$ cat config.mk
export PLATFORM = sky130hd
export DESIGN_NAME = dirty_sector_run_coalescer_unit_flat
export DESIGN_NICKNAME = d
export VERILOG_FILES = /design/src/design/dsrc_pkg.sv /design/src/design/dsrc_req_if.sv /design/src/design/dsrc_cmd_if.sv /design/src/design/dirty_sector_run_coalescer_unit.sv /design/src/flat_wrapper.sv
export SDC_FILE = /design/constraint.sdc
export NUM_CORES = 1
export LEC_CHECK = 0
export BUFFER_PORTS_ARGS = -buffer_cell sky130_fd_sc_hd__buf_2
export CAP_MARGIN = 20
export CELL_PAD_IN_SITES_DETAIL_PLACEMENT = 1
export CELL_PAD_IN_SITES_GLOBAL_PLACEMENT = 2
export CORE_MARGIN = 5
export CORE_UTILIZATION = 43
export CTS_CLUSTER_DIAMETER = 80
export DETAILED_ROUTE_END_ITERATION = 12
export PLACE_DENSITY = 0.89
export SETUP_SLACK_MARGIN = 0.15
export SLEW_MARGIN = 10
export SYNTH_ARGS = -nofsm -noshare
export SYNTH_HDL_FRONTEND = slang
export SYNTH_SLANG_ARGS = --single-unit
$ cat constraint.sdc
create_clock -name clk -period 14.9 [get_ports clk]
set_input_delay 2.98 -clock clk [delete_from_list [all_inputs] [get_ports clk]]
set_output_delay 2.98 -clock clk [all_outputs]
set_load 0.01 [all_outputs]
$ cat src/design/dsrc_pkg.sv
// Shared constants and codes for the dirty sector run coalescer.
package dsrc_pkg;

    // Default sizes, handed to the top level parameters
    localparam int MAX_SECTORS_DEF        = 128;
    localparam int ENTRIES_PER_SECTOR_DEF = 128;

    // Field widths fixed by the interface
    localparam int ENTRY_W    = 14;
    localparam int ADDR_W     = 32;
    localparam int FIRST_W    = 7;
    localparam int LEN_W      = 8;
    localparam int COUNT_W    = 8;
    localparam int APB_DATA_W = 32;
    localparam int REG_ADDR_W = 3;

    // Request codes
    localparam logic REQ_MARK  = 1'b0;
    localparam logic REQ_FLUSH = 1'b1;

    // Register reset values
    localparam logic [COUNT_W-1:0] SECTORS_RESET = 8'd128;
    localparam logic [ADDR_W-1:0]  BASE_RESET    = 32'd0;

    // Register map, indexed by paddr[2]
    typedef enum logic {
        REG_SECTORS_IN_USE = 1'b0,
        REG_TABLE_BASE     = 1'b1
    } reg_idx_t;

endpackage

$ cat src/design/dsrc_req_if.sv
// Request channel: mark or flush items.
interface dsrc_req_if import dsrc_pkg::*; ();
    logic               valid;
    logic               ready;
    logic               req_type;
    logic [ENTRY_W-1:0] entry_index;

    modport source (output valid, req_type, entry_index, input ready);
    modport sink   (input valid, req_type, entry_index, output ready);
endinterface

$ cat src/design/dsrc_cmd_if.sv
// Command channel: one write command item per dirty run, or one empty item when a flush finds none.
interface dsrc_cmd_if import dsrc_pkg::*; ();
    logic               valid;
    logic               ready;
    logic [ADDR_W-1:0]  write_address;
    logic [FIRST_W-1:0] first_sector;
    logic [LEN_W-1:0]   run_length;
    logic               last;

    modport source (output valid, write_address, first_sector, run_length, last, input ready);
    modport sink   (input valid, write_address, first_sector, run_length, last, output ready);
endinterface

$ cat src/design/dirty_sector_run_coalescer_unit.sv
// Top level: dirty sector bitmap with run-coalescing flush.
//
//  channel  dir  flow         payload
//  req      in   valid/ready  req_type, entry_index
//  cmd      out  valid/ready  write_address, first_sector, run_length, last
//  apb      in   psel/penable sectors_in_use @0x0, table_base_address @0x4
//
// A mark: the entry index is multiplied by a reciprocal of ENTRIES_PER_SECTOR
// on accept, and the bit is set in the next cycle.
// A flush is accepted, then walks the sectors in turn, closes each run in a
// step of its own and ends the scan in a final step.
// The scan holds whenever a finished run or the final item must go out and cmd is still full.
// Reset clears the bitmap and the control state at once; no clearing pass.
module dirty_sector_run_coalescer_unit
    import dsrc_pkg::*;
#(
    parameter int MAX_SECTORS        = MAX_SECTORS_DEF,
    parameter int ENTRIES_PER_SECTOR = ENTRIES_PER_SECTOR_DEF
)
(
    input  logic                  clk,
    input  logic                  rst_n,
    dsrc_req_if.sink              req,
    dsrc_cmd_if.source            cmd,
    input  logic                  psel,
    input  logic                  penable,
    input  logic                  pwrite,
    input  logic [REG_ADDR_W-1:0] paddr,
    input  logic [APB_DATA_W-1:0] pwdata,
    output logic [APB_DATA_W-1:0] prdata,
    output logic                  pready
);

    localparam int IDX_W     = (MAX_SECTORS > 1) ? $clog2(MAX_SECTORS) : 1;
    localparam int CNT_W     = $clog2(MAX_SECTORS + 1);
    localparam int DIV_SHIFT = ENTRY_W + $clog2(ENTRIES_PER_SECTOR);
    localparam int MULT_W    = ENTRY_W + 1;
    localparam int PROD_W    = ENTRY_W + MULT_W;
    localparam longint DIV_MULT_L =
        ((longint'(1) << DIV_SHIFT) + longint'(ENTRIES_PER_SECTOR) - 1)
        / longint'(ENTRIES_PER_SECTOR);
    localparam logic [MULT_W-1:0]  DIV_MULT  = MULT_W'(DIV_MULT_L);
    localparam logic [ENTRY_W-1:0] LIMIT_MAX = ENTRY_W'(MAX_SECTORS);

    typedef enum logic [2:0] {
        ST_IDLE = 3'b001,
        ST_SET  = 3'b010,
        ST_SCAN = 3'b100
    } state_t;

    state_t               state_reg, state_next;
    logic [COUNT_W-1:0]   sectors_reg;
    logic [ADDR_W-1:0]    base_reg;
    logic [MAX_SECTORS-1:0] dirty_reg, dirty_next;
    logic [PROD_W-1:0]    prod_reg, prod_next;
    logic [CNT_W-1:0]     scan_reg, scan_next;
    logic                 in_run_reg, in_run_next;
    logic [IDX_W-1:0]     run_start_reg, run_start_next;
    logic [CNT_W-1:0]     run_len_reg, run_len_next;
    logic                 pend_valid_reg, pend_valid_next;
    logic [IDX_W-1:0]     pend_start_reg, pend_start_next;
    logic [CNT_W-1:0]     pend_len_reg, pend_len_next;
    logic                 out_valid_reg, out_valid_next;
    logic [ADDR_W-1:0]    out_addr_reg, out_addr_next;
    logic [FIRST_W-1:0]   out_first_reg, out_first_next;
    logic [LEN_W-1:0]     out_len_reg, out_len_next;
    logic                 out_last_reg, out_last_next;

    logic                 cfg_wr;
    logic [ENTRY_W-1:0]   limit_w;
    logic [PROD_W-1:0]    quot_full;
    logic [ENTRY_W-1:0]   cmp_a;
    logic                 cmp_lt;
    logic [IDX_W-1:0]     cur_idx;
    logic                 hit;
    logic                 out_free;

    // Configuration registers
    assign cfg_wr = psel && penable && pwrite && pready;
    assign pready = 1'b1;

    always_ff @(posedge clk or negedge rst_n)
    begin
        if (!rst_n)
        begin
            sectors_reg <= SECTORS_RESET;
            base_reg    <= BASE_RESET;
        end
        else if (cfg_wr)
        begin
            unique case (reg_idx_t'(paddr[2]))
                REG_SECTORS_IN_USE: sectors_reg <= pwdata[COUNT_W-1:0];
                REG_TABLE_BASE:     base_reg    <= pwdata[ADDR_W-1:0];
                default:            ;
            endcase
        end
    end

    always_comb
    begin
        unique case (reg_idx_t'(paddr[2]))
            REG_SECTORS_IN_USE: prdata = APB_DATA_W'(sectors_reg);
            REG_TABLE_BASE:     prdata = base_reg;
            default:            prdata = '0;
        endcase
    end

    // Effective sector count, saturated at MAX_SECTORS
    assign limit_w = (ENTRY_W'(sectors_reg) > LIMIT_MAX) ? LIMIT_MAX : ENTRY_W'(sectors_reg);

    // Sector of a marked entry: top bits of the reciprocal product
    assign quot_full = prod_reg >> DIV_SHIFT;

    // Shared range compare: marked sector on SET, scan position otherwise
    assign cmp_a   = (state_reg == ST_SET) ? quot_full[ENTRY_W-1:0] : ENTRY_W'(scan_reg);
    assign cmp_lt  = cmp_a < limit_w;
    assign cur_idx = cmp_a[IDX_W-1:0];
    assign hit     = cmp_lt && dirty_reg[cur_idx];

    assign out_free  = !out_valid_reg || cmd.ready;
    assign req.ready = (state_reg == ST_IDLE);

    // Sequencer
    always_comb
    begin
        state_next      = state_reg;
        dirty_next      = dirty_reg;
        prod_next       = prod_reg;
        scan_next       = scan_reg;
        in_run_next     = in_run_reg;
        run_start_next  = run_start_reg;
        run_len_next    = run_len_reg;
        pend_valid_next = pend_valid_reg;
        pend_start_next = pend_start_reg;
        pend_len_next   = pend_len_reg;
        out_valid_next  = out_valid_reg && !cmd.ready;
        out_addr_next   = out_addr_reg;
        out_first_next  = out_first_reg;
        out_len_next    = out_len_reg;
        out_last_next   = out_last_reg;

        unique case (state_reg)
            ST_IDLE:
            begin
                if (req.valid)
                begin
                    if (req.req_type == REQ_FLUSH)
                    begin
                        scan_next       = '0;
                        in_run_next     = 1'b0;
                        pend_valid_next = 1'b0;
                        state_next      = ST_SCAN;
                    end
                    else
                    begin
                        prod_next  = PROD_W'(req.entry_index) * PROD_W'(DIV_MULT);
                        state_next = ST_SET;
                    end
                end
            end

            ST_SET:
            begin
                if (cmp_lt)
                    dirty_next[cur_idx] = 1'b1;
                state_next = ST_IDLE;
            end

            ST_SCAN:
            begin
                if (hit)
                begin
                    // extend or open a run, clearing the bit as we go
                    dirty_next[cur_idx] = 1'b0;
                    if (!in_run_reg)
                    begin
                        run_start_next = cur_idx;
                        run_len_next   = CNT_W'(1);
                        in_run_next    = 1'b1;
                    end
                    else
                        run_len_next = run_len_reg + CNT_W'(1);
                    scan_next = scan_reg + CNT_W'(1);
                end
                else if (in_run_reg)
                begin
                    // close the run; the previous one is now known not last
                    if (!pend_valid_reg || out_free)
                    begin
                        if (pend_valid_reg)
                        begin
                            out_valid_next = 1'b1;
                            out_addr_next  = base_reg + ADDR_W'(pend_start_reg);
                            out_first_next = FIRST_W'(pend_start_reg);
                            out_len_next   = LEN_W'(pend_len_reg);
                            out_last_next  = 1'b0;
                        end
                        pend_valid_next = 1'b1;
                        pend_start_next = run_start_reg;
                        pend_len_next   = run_len_reg;
                        in_run_next     = 1'b0;
                    end
                end
                else if (cmp_lt)
                    scan_next = scan_reg + CNT_W'(1);
                else if (out_free)
                begin
                    // end of scan: held run goes out as last, or the empty item
                    out_valid_next = 1'b1;
                    out_last_next  = 1'b1;
                    if (pend_valid_reg)
                    begin
                        out_addr_next  = base_reg + ADDR_W'(pend_start_reg);
                        out_first_next = FIRST_W'(pend_start_reg);
                        out_len_next   = LEN_W'(pend_len_reg);
                    end
                    else
                    begin
                        out_addr_next  = '0;
                        out_first_next = '0;
                        out_len_next   = '0;
                    end
                    pend_valid_next = 1'b0;
                    state_next      = ST_IDLE;
                end
            end

            default: state_next = ST_IDLE;
        endcase
    end

    // Control state
    always_ff @(posedge clk or negedge rst_n)
    begin
        if (!rst_n)
        begin
            state_reg      <= ST_IDLE;
            dirty_reg      <= '0;
            in_run_reg     <= 1'b0;
            pend_valid_reg <= 1'b0;
            out_valid_reg  <= 1'b0;
            scan_reg       <= '0;
        end
        else
        begin
            state_reg      <= state_next;
            dirty_reg      <= dirty_next;
            in_run_reg     <= in_run_next;
            pend_valid_reg <= pend_valid_next;
            out_valid_reg  <= out_valid_next;
            scan_reg       <= scan_next;
        end
    end

    // Payload registers
    always_ff @(posedge clk)
    begin
        prod_reg       <= prod_next;
        run_start_reg  <= run_start_next;
        run_len_reg    <= run_len_next;
        pend_start_reg <= pend_start_next;
        pend_len_reg   <= pend_len_next;
        out_addr_reg   <= out_addr_next;
        out_first_reg  <= out_first_next;
        out_len_reg    <= out_len_next;
        out_last_reg   <= out_last_next;
    end

    assign cmd.valid         = out_valid_reg;
    assign cmd.write_address = out_addr_reg;
    assign cmd.first_sector  = out_first_reg;
    assign cmd.run_length    = out_len_reg;
    assign cmd.last          = out_last_reg;

    // Checks
    a_empty_is_last: assert property (@(posedge clk) disable iff (!rst_n)
        cmd.valid && cmd.run_length == '0 |-> cmd.last)
        else $error("empty flush item without last");

    a_addr_matches: assert property (@(posedge clk) disable iff (!rst_n)
        cmd.valid && cmd.run_length != '0 |->
            cmd.write_address == base_reg + ADDR_W'(cmd.first_sector))
        else $error("write address does not match first sector");

    a_oob_mark_ignored: assert property (@(posedge clk) disable iff (!rst_n)
        state_reg == ST_SET && !cmp_lt |=> dirty_reg == $past(dirty_reg))
        else $error("out of range mark changed the bitmap");

    a_run_start_cleared: assert property (@(posedge clk) disable iff (!rst_n)
        state_reg == ST_SCAN && in_run_reg |-> !dirty_reg[run_start_reg])
        else $error("open run start still dirty");

    a_len_bound: assert property (@(posedge clk) disable iff (!rst_n)
        cmd.valid |-> ENTRY_W'(cmd.run_length) <= limit_w)
        else $error("run longer than sector count");

    a_pend_in_scan: assert property (@(posedge clk) disable iff (!rst_n)
        pend_valid_reg |-> state_reg == ST_SCAN)
        else $error("held run outside a flush");

endmodule

$ cat src/flat_wrapper.sv
// flat-port wrapper written by rule: the top's interface ports become plain ports
module dirty_sector_run_coalescer_unit_flat import dsrc_pkg::*;
#(
    parameter int MAX_SECTORS        = MAX_SECTORS_DEF,
    parameter int ENTRIES_PER_SECTOR = ENTRIES_PER_SECTOR_DEF
)
  (clk, rst_n, psel, penable, pwrite, paddr, pwdata, prdata, pready, req_valid, req_req_type, req_entry_index, req_ready, cmd_valid, cmd_write_address, cmd_first_sector, cmd_run_length, cmd_last, cmd_ready);
  dsrc_req_if req_i ();
  dsrc_cmd_if cmd_i ();
  input  logic clk;
  input  logic rst_n;
  input  logic psel;
  input  logic penable;
  input  logic pwrite;
  input  logic [REG_ADDR_W-1:0] paddr;
  input  logic [APB_DATA_W-1:0] pwdata;
  output logic [APB_DATA_W-1:0] prdata;
  output logic pready;
  input wire logic [$bits(req_i.valid)-1:0] req_valid;
  input wire logic [$bits(req_i.req_type)-1:0] req_req_type;
  input wire logic [$bits(req_i.entry_index)-1:0] req_entry_index;
  output wire logic [$bits(req_i.ready)-1:0] req_ready;
  output wire logic [$bits(cmd_i.valid)-1:0] cmd_valid;
  output wire logic [$bits(cmd_i.write_address)-1:0] cmd_write_address;
  output wire logic [$bits(cmd_i.first_sector)-1:0] cmd_first_sector;
  output wire logic [$bits(cmd_i.run_length)-1:0] cmd_run_length;
  output wire logic [$bits(cmd_i.last)-1:0] cmd_last;
  input wire logic [$bits(cmd_i.ready)-1:0] cmd_ready;
  assign req_i.valid = req_valid;
  assign req_i.req_type = req_req_type;
  assign req_i.entry_index = req_entry_index;
  assign req_ready = req_i.ready;
  assign cmd_valid = cmd_i.valid;
  assign cmd_write_address = cmd_i.write_address;
  assign cmd_first_sector = cmd_i.first_sector;
  assign cmd_run_length = cmd_i.run_length;
  assign cmd_last = cmd_i.last;
  assign cmd_i.ready = cmd_ready;
  dirty_sector_run_coalescer_unit #(.MAX_SECTORS(MAX_SECTORS), .ENTRIES_PER_SECTOR(ENTRIES_PER_SECTOR)) u_core (.clk(clk), .rst_n(rst_n), .req(req_i), .cmd(cmd_i), .psel(psel), .penable(penable), .pwrite(pwrite), .paddr(paddr), .pwdata(pwdata), .prdata(prdata), .pready(pready));
endmodule
==> results.ini <==
[status]
run_status=complete, no violations

[finish]
design.final.nets=1376
layout_common_cells=sky130_fd_sc_hd__a31oi_1 (205), sky130_fd_sc_hd__dfrtp_1 (179), sky130_fd_sc_hd__buf_2 (128), sky130_fd_sc_hd__edfxtp_1 (85), sky130_fd_sc_hd__nor2_1 (76)
final_common_cell=sky130_fd_sc_hd__a31oi_1
synthToLayoutAreaGrowth_pct=13.2
layout.cells.non_filler=1766
post_route_cells_drive_above_1_share=0.253

[worst_setup_path]
r2r_setup_slack_ps=9180
timing.critical_path.slowest_cell_delay_ps=440
critical_path_arrival_ps=3990
worstSetupPathType=input pin to output port
crit_reg_reg_startpoint=u_core.state_reg[2]
r2r.worst_path.cells=16
cp-startpoint=paddr[2]
critical-path-top-cell-by-count=sky130_fd_sc_hd__buf_2
worst_path_dominant_cell_family=buffers and inverters
startpoint_type=input pin
crit_path_max_fanout=35
path_cells=buf_2 -> mux2_2 -> buf_2
cpMaxStageDelayCell=sky130_fd_sc_hd__buf_2
data_required_time_of_the_worst_path_ps=11920
cp.buffers_inverters=2
crit_path_end_kind=output port

[die]
fp.dieArea_um2=36600
core_area_um2=32500
pin_count=140
std_cell_rows=66
die_height_um=191
floorplan.die.width_um=191
start_util=0.435

[logic_synthesis]
top_reg_cell_synth=sky130_fd_sc_hd__dfrtp_1
synth_net_count=1304
synth_top_area_frac=0.319
syn-instance-count=1230
synth_top_cell_by_area=sky130_fd_sc_hd__dfrtp_1
synth_async_sr_flop_share=0.682
synth_edf_count=85
post_synth_instance_area_um2=14100
synth_cell_types=77
synth_sequential_area_ratio=0.503
syn_area_per_cell_um2=11.5
ys_ff_latch=267
synth.yosys.warnings=0
post_synth_main_area_contributors=sky130_fd_sc_hd__dfrtp_1 (32%), sky130_fd_sc_hd__edfxtp_1 (18%), sky130_fd_sc_hd__a31oi_1 (9.1%), sky130_fd_sc_hd__mux4_2 (8.0%), sky130_fd_sc_hd__mux2_2 (4.1%)

[sta]
drv_slew=0
finalWorstPathRequiredPeriod_ps=6970
finClkSkew_ps=14.5
clock.fmax_mhz=143
slew_headroom=0.215
setup_total_negative_slack_ps=0
fin_ws_ps=7930
min_period_over_period=0.468
setup_viol=0
tightest_slew_ps=1180
grt_setup_unrepaired=false
timing.final.hold_violations=0

[detailed_routing]
drtAntennaViolNets=0
route.vias.total=11000
drt_first_iter_violations=714
totalWireLength_mm=43.0
drt-pass1-iter-count=5
viasPerCell=6.23
drcViolationCount=0
wire_per_inst_um=24.4

[cts]
cts.sink_count=267
post-cts-setup-buffer-count=0
clock_insertion_delay_worst_skew_ps=560
clock_tree_from_tritoncts=yes
htree_num_levels=1
post_cts.resized_instances=0
cts_root_cell=sky130_fd_sc_hd__clkbuf_16
max-clock-path-buffers=3
holdBufCountCts=0
clock_pin_transition_on_the_worst_setup_and_hold_timing_paths_ps=60
cts_inserted_buffers=29

[global_routing]
grt-ovfl-total=0
grt_antenna_before_repair=4
global_route_wire_length_before_repair_mm=67.1
grt_max_degree=110
via_count_of_the_first_global_routing_pass=11500
grt_usage=0.231

[power]
static-leakage-power_nw=6.36
irDropWorstVdd_uv=88.6
power.density_nw_per_um2=131

[place]
portBuffers=129
detailed_place_hpwl_mm=26.6
numPlacedInstances=1711
place_ws_ps=7930
place.gp.congestion=0.827

[run]
drv.max_cap_violation_count=0

[hold_path]
worstHoldStart=u_core.run_start_reg[6]
hp-class=flip-flop to flip-flop
hold-path-endpoint=u_core.pend_start_reg[6]
hold-path-cell-count=0

how the worst max path moves through the flow:
| stage | depth (start not counted) | to | slack, ps |
|---|---|---|---|
| after floorplan | 2 | u_core.cmd.first_sector[0] | 6570 |
| after global placement | 3 | prdata[4] | 7960 |
| after detailed placement | 3 | prdata[3] | 7930 |
| after CTS | 3 | prdata[4] | 7920 |
| after global routing | 3 | prdata[4] | 7850 |
| final | 3 | prdata[4] | 7930 |
where the power goes:
part | total [mW] | internal (mW) | switching (mW)
logic | 0.534 | 0.178 | 0.356
registers | 0.873 | 0.817 | 0.0558
clock network | 0.683 | 0.385 | 0.298
total | 2.09 | 1.38 | 0.710
kinds of logic after synthesis:
family | count (synthesis) | share of synthesized area
buf+inv | 127 | 0.0399
xor+xnor | 34 | 0.0211
simple gates | 318 | 0.115
mux | 129 | 0.142
fa+ha+maj | 17 | 0.0156
other cells | 1 | 0.000265
compound gates | 337 | 0.163
flops | 267 | 0.503
through the flow:
step | power [mW] | hold WS, ps | util | instance area (um2)
finish | 2.09 | 422 | 0.492 | 16000
floorplan | 1.23 | 400 | - | 14100
detailed placement | 1.41 | 409 | 0.463 | 15100
global placement | 1.39 | 401 | 0.462 | 15000
global route | 2.18 | 448 | 0.492 | 16000
CTS | 2.10 | 424 | 0.490 | 16000
worst reg2reg max path, delay by kind of cell (launching register included):
family | cells | cell delay [ps]
adder cells (fa/ha/maj) | 1 | 360
AND/OR/NAND/NOR | 3 | 1490
flip-flops | 1 | 450
buffers and inverters | 6 | 2060
AO/OA/AOI/OAI | 6 | 1200
metal layers:
| metal | global-route usage | vias up | part of all wire |
|---|---|---|---|
| li1 | - | 4867 | - |
| met3 | 0.0358 | 86 | 0.061 |
| met4 | 0.0729 | 6 | 0.029 |
| met1 | 0.305 | 5650 | 0.41 |
| met5 | 0 | - | 0.0010 |
| met2 | 0.393 | 391 | 0.49 |
synthesized netlist by cell type, types with 3 or more instances:
library cell	instances
sky130_fd_sc_hd__a211oi_1	9
sky130_fd_sc_hd__a21o_1	7
sky130_fd_sc_hd__a21oi_1	60
sky130_fd_sc_hd__a221oi_1	5
sky130_fd_sc_hd__a311oi_1	3
sky130_fd_sc_hd__a31oi_1	205
sky130_fd_sc_hd__a31oi_4	11
sky130_fd_sc_hd__and2_1	29
sky130_fd_sc_hd__and3_1	9
sky130_fd_sc_hd__buf_1	12
sky130_fd_sc_hd__buf_2	17
sky130_fd_sc_hd__buf_4	9
sky130_fd_sc_hd__buf_6	4
sky130_fd_sc_hd__clkbuf_1	67
sky130_fd_sc_hd__dfrtp_1	180
sky130_fd_sc_hd__edfxtp_1	85
sky130_fd_sc_hd__ha_1	16
sky130_fd_sc_hd__inv_1	13
sky130_fd_sc_hd__mux2_2	51
sky130_fd_sc_hd__mux2i_1	24
sky130_fd_sc_hd__mux4_2	50
sky130_fd_sc_hd__nand2_1	59
sky130_fd_sc_hd__nand2b_1	4
sky130_fd_sc_hd__nand3_1	12
sky130_fd_sc_hd__nand3b_1	3
sky130_fd_sc_hd__nand4_1	10
sky130_fd_sc_hd__nor2_1	84
sky130_fd_sc_hd__nor2_2	4
sky130_fd_sc_hd__nor2b_1	29
sky130_fd_sc_hd__nor3_1	28
sky130_fd_sc_hd__nor3b_1	5
sky130_fd_sc_hd__nor4_1	22
sky130_fd_sc_hd__nor4b_1	3
sky130_fd_sc_hd__o21ai_0	8
sky130_fd_sc_hd__o21bai_1	3
sky130_fd_sc_hd__o31ai_1	3
sky130_fd_sc_hd__or3_1	3
sky130_fd_sc_hd__or4_1	3
sky130_fd_sc_hd__xnor2_1	20
sky130_fd_sc_hd__xor2_1	14
final cells by class:
| class | instances | area (um2) |
|---|---|---|
| Clock buffer | 43 | 838 |
| Multi-Input combinational cell | 836 | 6530 |
| Clock inverter | 9 | 42.5 |
| Timing Repair Buffer | 150 | 862 |
| Tap cell | 442 | 553 |
| Antenna cell | 1 | 2.50 |
| Fill cell | 3555 | 16500 |
| Inverter | 18 | 70.1 |
| Sequential cell | 267 | 7110 |
No activity file was read; power rests on OpenSTA's default activity.
